[src/gbs_pkg.sv]
// ----------------------------------------------------------------------------
// gbs_pkg - shared types and constants for greedy box suppression
// Item layouts for the box and result channels, pipeline tags, sizes.
// ----------------------------------------------------------------------------
package gbs_pkg;

	localparam int MAX_KEPT_DEF  = 1024;
	localparam int MAX_BOXES_DEF = 16384;

	localparam int COORD_W      = 16;
	localparam int BOX_INDEX_W  = 14;
	localparam int KEPT_COUNT_W = 11;
	localparam int THR_W        = 16;
	localparam int ENTRY_W      = 64;

	localparam logic [THR_W-1:0] IOU_THR_RESET = 16'd42598;

	typedef struct packed {
		logic                      frame_start;
		logic signed [COORD_W-1:0] box_x;
		logic signed [COORD_W-1:0] box_y;
		logic [COORD_W-1:0]        box_w;
		logic [COORD_W-1:0]        box_h;
	} box_t;

	typedef struct packed {
		logic                    keep;
		logic [BOX_INDEX_W-1:0]  box_index;
		logic [KEPT_COUNT_W-1:0] kept_count;
		logic                    store_full;
	} result_t;

	// read issued to the kept store
	typedef struct packed {
		logic valid;
		logic last;
	} scan_tag_t;

	// overlap verdict for one kept entry
	typedef struct packed {
		logic valid;
		logic last;
		logic hit;
	} hit_t;

endpackage

[src/gbs_iou_pipe.sv]
// ----------------------------------------------------------------------------
// gbs_iou_pipe - overlap test pipeline
// One kept entry per cycle: intersection*65536 > threshold*union, exact.
// ----------------------------------------------------------------------------
module gbs_iou_pipe import gbs_pkg::*; (
	input  logic               clk,
	input  logic               arst_n,
	input  box_t               box,
	input  logic [THR_W-1:0]   thr,
	input  scan_tag_t          tag,
	input  logic [ENTRY_W-1:0] entry,
	output hit_t               hit
);

	// overlap of [a0, a0+as) and [b0, b0+bs), zero when empty
	function automatic logic [16:0] ovl(
		input logic signed [15:0] a0,
		input logic [15:0]        as_,
		input logic signed [15:0] b0,
		input logic [15:0]        bs
	);
		logic signed [17:0] ae;
		logic signed [17:0] be;
		logic signed [15:0] lo;
		logic signed [17:0] hi;
		logic signed [18:0] d;
		ae = {{2{a0[15]}}, a0} + $signed({2'b00, as_});
		be = {{2{b0[15]}}, b0} + $signed({2'b00, bs});
		lo = (a0 > b0) ? a0 : b0;
		hi = (ae < be) ? ae : be;
		d  = {hi[17], hi} - {{3{lo[15]}}, lo};
		ovl = (d > 19'sd0) ? d[16:0] : 17'd0;
	endfunction

	scan_tag_t tag_s1, tag_s2, tag_s3, tag_s4, tag_s5;
	logic [16:0] ox_s2, oy_s2;
	logic [15:0] bw_s2, bh_s2;
	logic [33:0] inter_s3, inter_s4;
	logic [31:0] areab_s3;
	logic [31:0] area_a_q;
	logic [32:0] uni_s4;
	logic [48:0] prod_s5;
	logic [49:0] lhs_s5;
	logic [34:0] uni_sum;

	// box is held for the whole scan, so its area settles long before use
	always_ff @(posedge clk) begin
		area_a_q <= box.box_w * box.box_h;
	end

	always_ff @(posedge clk or negedge arst_n) begin
		if (!arst_n) begin
			tag_s1 <= '0;
			tag_s2 <= '0;
			tag_s3 <= '0;
			tag_s4 <= '0;
			tag_s5 <= '0;
			hit    <= '0;
		end else begin
			tag_s1    <= tag;
			tag_s2    <= tag_s1;
			tag_s3    <= tag_s2;
			tag_s4    <= tag_s3;
			tag_s5    <= tag_s4;
			hit.valid <= tag_s5.valid;
			hit.last  <= tag_s5.last;
			hit.hit   <= lhs_s5 > {1'b0, prod_s5};
		end
	end

	assign uni_sum = {3'b000, area_a_q} + {3'b000, areab_s3} - {1'b0, inter_s3};

	always_ff @(posedge clk) begin
		ox_s2    <= ovl(box.box_x, box.box_w, $signed(entry[47:32]), entry[15:0]);
		oy_s2    <= ovl(box.box_y, box.box_h, $signed(entry[63:48]), entry[31:16]);
		bw_s2    <= entry[15:0];
		bh_s2    <= entry[31:16];
		inter_s3 <= ox_s2 * oy_s2;
		areab_s3 <= bw_s2 * bh_s2;
		inter_s4 <= inter_s3;
		uni_s4   <= uni_sum[32:0];
		prod_s5  <= thr * uni_s4;
		lhs_s5   <= {inter_s4, 16'h0000};
	end

endmodule

[config.mk]
export PLATFORM = sky130hd
export DESIGN_NAME = gbs_iou_pipe
export DESIGN_NICKNAME = d
export VERILOG_FILES = /design/src/gbs_pkg.sv /design/src/gbs_iou_pipe.sv
export SDC_FILE = /design/constraint.sdc
export NUM_CORES = 2
export LEC_CHECK = 0
export BUFFER_PORTS_ARGS = -buffer_cell sky130_fd_sc_hd__buf_2
export CAP_MARGIN = 0
export CELL_PAD_IN_SITES_DETAIL_PLACEMENT = 1
export CELL_PAD_IN_SITES_GLOBAL_PLACEMENT = 1
export CORE_ASPECT_RATIO = 1.4
export CORE_MARGIN = 1.5
export CORE_UTILIZATION = 45
export DETAILED_ROUTE_END_ITERATION = 7
export PLACE_DENSITY = 0.87
export SYNTH_ARGS = -nofsm -noshare
export SYNTH_HDL_FRONTEND = slang
export SYNTH_SLANG_ARGS = --single-unit
export TNS_END_PERCENT = 20
[constraint.sdc]
create_clock -name clk -period 7.3 [get_ports clk]
set_input_delay 1.46 -clock clk [delete_from_list [all_inputs] [get_ports clk]]
set_output_delay 1.46 -clock clk [all_outputs]
set_load 0.01 [all_outputs]
==> results_dict.tcl <==
set metrics [dict create \
    cts_hold_repair.buffers 0 \
    hold_path_end "lhs_s5[20]$_DFF_P_" \
    numPlacedInstances 8882 \
    initial_antenna_violation_count 28 \
    max_slew_margin_pct 18.27 \
    floorplan.rows 157 \
    yosys.area.top_type "sky130_fd_sc_hd__fa_1" \
    rr_worst_depth 21 \
    ys_dominant_reg_cell "sky130_fd_sc_hd__dfxtp_1" \
    grt_max_degree 25 \
    timing.final.max_slew_violations 0 \
    dieArea_um2 133200 \
    run_status "finished, violations left" \
    crit_path_start_kind "input pin" \
    final-setup-viol-count 51 \
    ant_nets 0 \
    rrSetupSlack_ps -90 \
    core_ar_um2 130400 \
    drt-pass1-iter-count 6 \
    number_of_flops_mapped_to_enable_cells_by_yosys 0 \
    ys.warnings.count 0 \
    cts_made_buffers 35 \
    worstHoldStart "inter_s4[4]$_DFF_P_" \
    crit_path_frequent_cell "sky130_fd_sc_hd__buf_4" \
    avgSynthCellArea_um2 8.940 \
    worst_min_path_class "register to register" \
    worst-endpoint-arrival_ps 9000 \
    ys_seq_elements 327 \
    critical-path-top-delay-family "compound AO/OA/AOI/OAI gates" \
    cp_data_required_time_ps 7840 \
    cp_slowest_cell "sky130_fd_sc_hd__o31ai_1" \
    drt-vias-per-instance 6.107 \
    cts_max_level 2 \
    setup_ws_ps -1157 \
    pin_count 152 \
    finish.net_count 9148 \
    fin_util_pct 52.71 \
    worstSetupEndpointType "register" \
    dpl_worst_slack_ps -1115 \
    global_route.usage.total_pct 37.06 \
    floorplan.initialDensity_pct 45.20 \
    asyncSetResetFlopFracSynth_pct 3.976 \
    postSynthCellCount 6595 \
    timing_hold_violations_final 0 \
    synthDistinctLibCells 83 \
    root_buffer "sky130_fd_sc_hd__clkbuf_16" \
    synthesis.area_um2 58960 \
    period_share_pct 115.9 \
    worstHoldPathCells 0 \
    seq_area_frac_synth_pct 11.21 \
    initialDrtViolationCount 4763 \
    globalRoute.totalOverflow 0 \
    yosys.area.top_type_share_pct 36.74 \
    grt_first_pass_wirelength_um 369900 \
    final_layout_size_suffix_gt1_share_pct 15.20 \
    layout_min_cycle_time_ps 8457 \
    clockBufferDepth 3 \
    worstPathMaxFanout 10 \
    tritoncts "done" \
    setup.worst_path.class "input pin to register" \
    clkSinkCount 327 \
    timing.fmax_ghz 0.1182 \
    tightest_slew_ps 1216 \
    regToRegEndpoint "inter_s3[32]$_DFF_P_" \
    synthesis.nets 8495 \
    worst_setup_hold_path_clk_slew_ps 70 \
    crit-reg2reg-launch "oy_s2[5]$_SDFF_PP0_" \
    place_congestion 0.9737 \
    height_of_the_chip_um 431.3 \
    drv_cap 0 \
    cp_slowest_stage_delay_ps 1010 \
    fin_worst_skew_ps 33.11 \
    final_cell_count_no_fill 9042 \
    first_global_vias 63346 \
    detail_route.drc_violations 0 \
    syn2layout_area_growth_pct 16.62 \
    route.vias.total 55219 \
    clk-insertion-delay-late_ps 610 \
    grt_setup_unrepaired "yes" \
    hpwlAfterDp_um 183400 \
    timing.critical_path.buf_inv 6 \
    violations "setup timing" \
    place.port_buffers 150 \
    worst_hold_slack_ps 325.7 \
    wl_per_cell_um 30.05 \
    routed_wirelength_um 271700 \
    floorplan.die.width_um 308.9 \
    cell_types_with_the_largest_area_share_after_synthesis "sky130_fd_sc_hd__fa_1 (37%), sky130_fd_sc_hd__ha_1 (14%), sky130_fd_sc_hd__dfxtp_1 (11%)" \
]
[flip-flops by register name, indices dropped and copies added (netlist names), 3 cells and up]
signal	cells
prod_s5	49
inter_s3	34
inter_s4	34
lhs_s5	34
uni_s4	33
area_a_q	32
areab_s3	32
ox_s2	17
oy_s2	17
bh_s2	16
bw_s2	16
hit	3
[cells by family (layout without fill, tap and decap cells)]
logic type / after synthesis / count (layout) / synth area share (%)
xor gates and xnor gates: 238 / 238 / 3.535
muxes: 64 / 64 / 1.106
AOI/OAI and AO/OA: 708 / 708 / 7.843
buffers and inverters: 1619 / 2298 / 10.35
DFF: 327 / 327 / 11.21
other: 0 / 19 / 0
and+or+nand+nor: 1887 / 1887 / 15.01
adders and majority gates: 1752 / 1752 / 50.95
[placed cells by master (no fill, tap or decap), drive strengths merged, types with 17 or more instances in the layout]
cell type / instances
a211oi: 35
a21o: 123
a21oi: 204
a31oi: 22
and2: 456
and3: 25
buf: 824
clkbuf: 47
dfxtp: 314
diode: 19
fa: 1082
ha: 669
inv: 1415
mux2i: 55
nand2: 1025
nand2b: 40
nand3: 58
nand4: 31
nor2: 131
nor2b: 35
nor3: 31
o211ai: 20
o21a: 53
o21ai: 128
o21bai: 26
or3: 17
xnor2: 162
xor2: 76
[cell type report]
class | instances | area, um2
antenna | 19 | 47.55
clock buffer | 41 | 969.7
clock inverter | 22 | 230.2
fill | 15175 | 61680
inverter | 1405 | 5274
multi-input combinational | 4649 | 47270
sequential | 327 | 6631
tap | 1749 | 2188
timing repair buffer | 830 | 6146
[Yosys cell counts (31+ instances only)]
master	instances
sky130_fd_sc_hd__inv_1	1405
sky130_fd_sc_hd__fa_1	1082
sky130_fd_sc_hd__nand2_1	1025
sky130_fd_sc_hd__ha_1	669
sky130_fd_sc_hd__and2_1	456
sky130_fd_sc_hd__dfxtp_1	314
sky130_fd_sc_hd__clkbuf_1	205
sky130_fd_sc_hd__a21oi_1	202
sky130_fd_sc_hd__xnor2_1	162
sky130_fd_sc_hd__nor2_1	131
sky130_fd_sc_hd__a21o_1	123
sky130_fd_sc_hd__o21ai_0	117
sky130_fd_sc_hd__xor2_1	76
sky130_fd_sc_hd__nand3_1	58
sky130_fd_sc_hd__mux2i_1	55
sky130_fd_sc_hd__o21a_1	53
sky130_fd_sc_hd__nand2b_1	40
sky130_fd_sc_hd__nor2b_1	35
sky130_fd_sc_hd__a211oi_1	33
sky130_fd_sc_hd__nand4_1	31
sky130_fd_sc_hd__nor3_1	31
[stage by stage]
| stage | TNS [ps] | cell area [um2] |
|---|---|---|
| after floorplan | -6733 | 59120 |
| after global placement | -28960 | 65780 |
| after detailed placement | -48250 | 65780 |
| after CTS | -1851 | 67780 |
| after global routing | -34480 | 68730 |
| final | -31790 | 68760 |
[worst reg2reg max path: stages, from the launching register on]
cell,delay (ps)
sky130_fd_sc_hd__dfxtp_1,730
sky130_fd_sc_hd__buf_4,270
sky130_fd_sc_hd__nand2_1,90
sky130_fd_sc_hd__fa_1,560
sky130_fd_sc_hd__inv_1,70
sky130_fd_sc_hd__fa_1,480
sky130_fd_sc_hd__fa_1,540
sky130_fd_sc_hd__inv_1,60
sky130_fd_sc_hd__fa_1,550
sky130_fd_sc_hd__fa_1,520
sky130_fd_sc_hd__inv_1,60
sky130_fd_sc_hd__fa_1,450
sky130_fd_sc_hd__ha_1,390
sky130_fd_sc_hd__nand4_1,270
sky130_fd_sc_hd__a2111oi_0,410
sky130_fd_sc_hd__o21ai_0,280
sky130_fd_sc_hd__a31oi_1,390
sky130_fd_sc_hd__a41o_1,290
sky130_fd_sc_hd__nor4_1,70
sky130_fd_sc_hd__o41ai_1,450
sky130_fd_sc_hd__a21oi_1,160
sky130_fd_sc_hd__xnor2_1,160
[worst max-delay path by stage]
stage / startpoint / end / slack [ps] / cells past startpoint
6_report: box[17] / ox_s2[15]$_SDFF_PP0_ / -1160 / 35
5_1_grt: box[17] / ox_s2[15]$_SDFF_PP0_ / -1220 / 35
3_5_place_dp: thr[2] / prod_s5[47]$_DFF_P_ / -1110 / 25
2_1_floorplan: entry[16] / oy_s2[13]$_SDFF_PP0_ / -330 / 32
4_1_cts: box[2] / area_a_q[28]$_DFF_P_ / -150 / 25
3_3_place_gp: thr[1] / prod_s5[46]$_DFF_P_ / -720 / 25
[routing by layer]
metal  routed length (um)  vias to the layer above  part of all wire [%]  GRT usage (%)
met4                35870                       20                    13          38.49
met1                80730                    27422                    30          34.06
met3                25420                     2178                   9.4          8.383
li1                     -                    21506                     -              -
met2               129500                     4093                    48          65.10
met5                  116                        -                 0.043              0
[what timing repair did]
action	in CTS	in global routing
cloned	1	1
buffers inserted	47	30
endpoints found under the hold margin	0	0
pin swaps	39	69
endpoints found under the setup margin	55	60
resized for setup	103	166
Power is left out: the tool's default activity adds up to more than one toggle a clock period on the data nets, which glitch-free logic cannot reach.
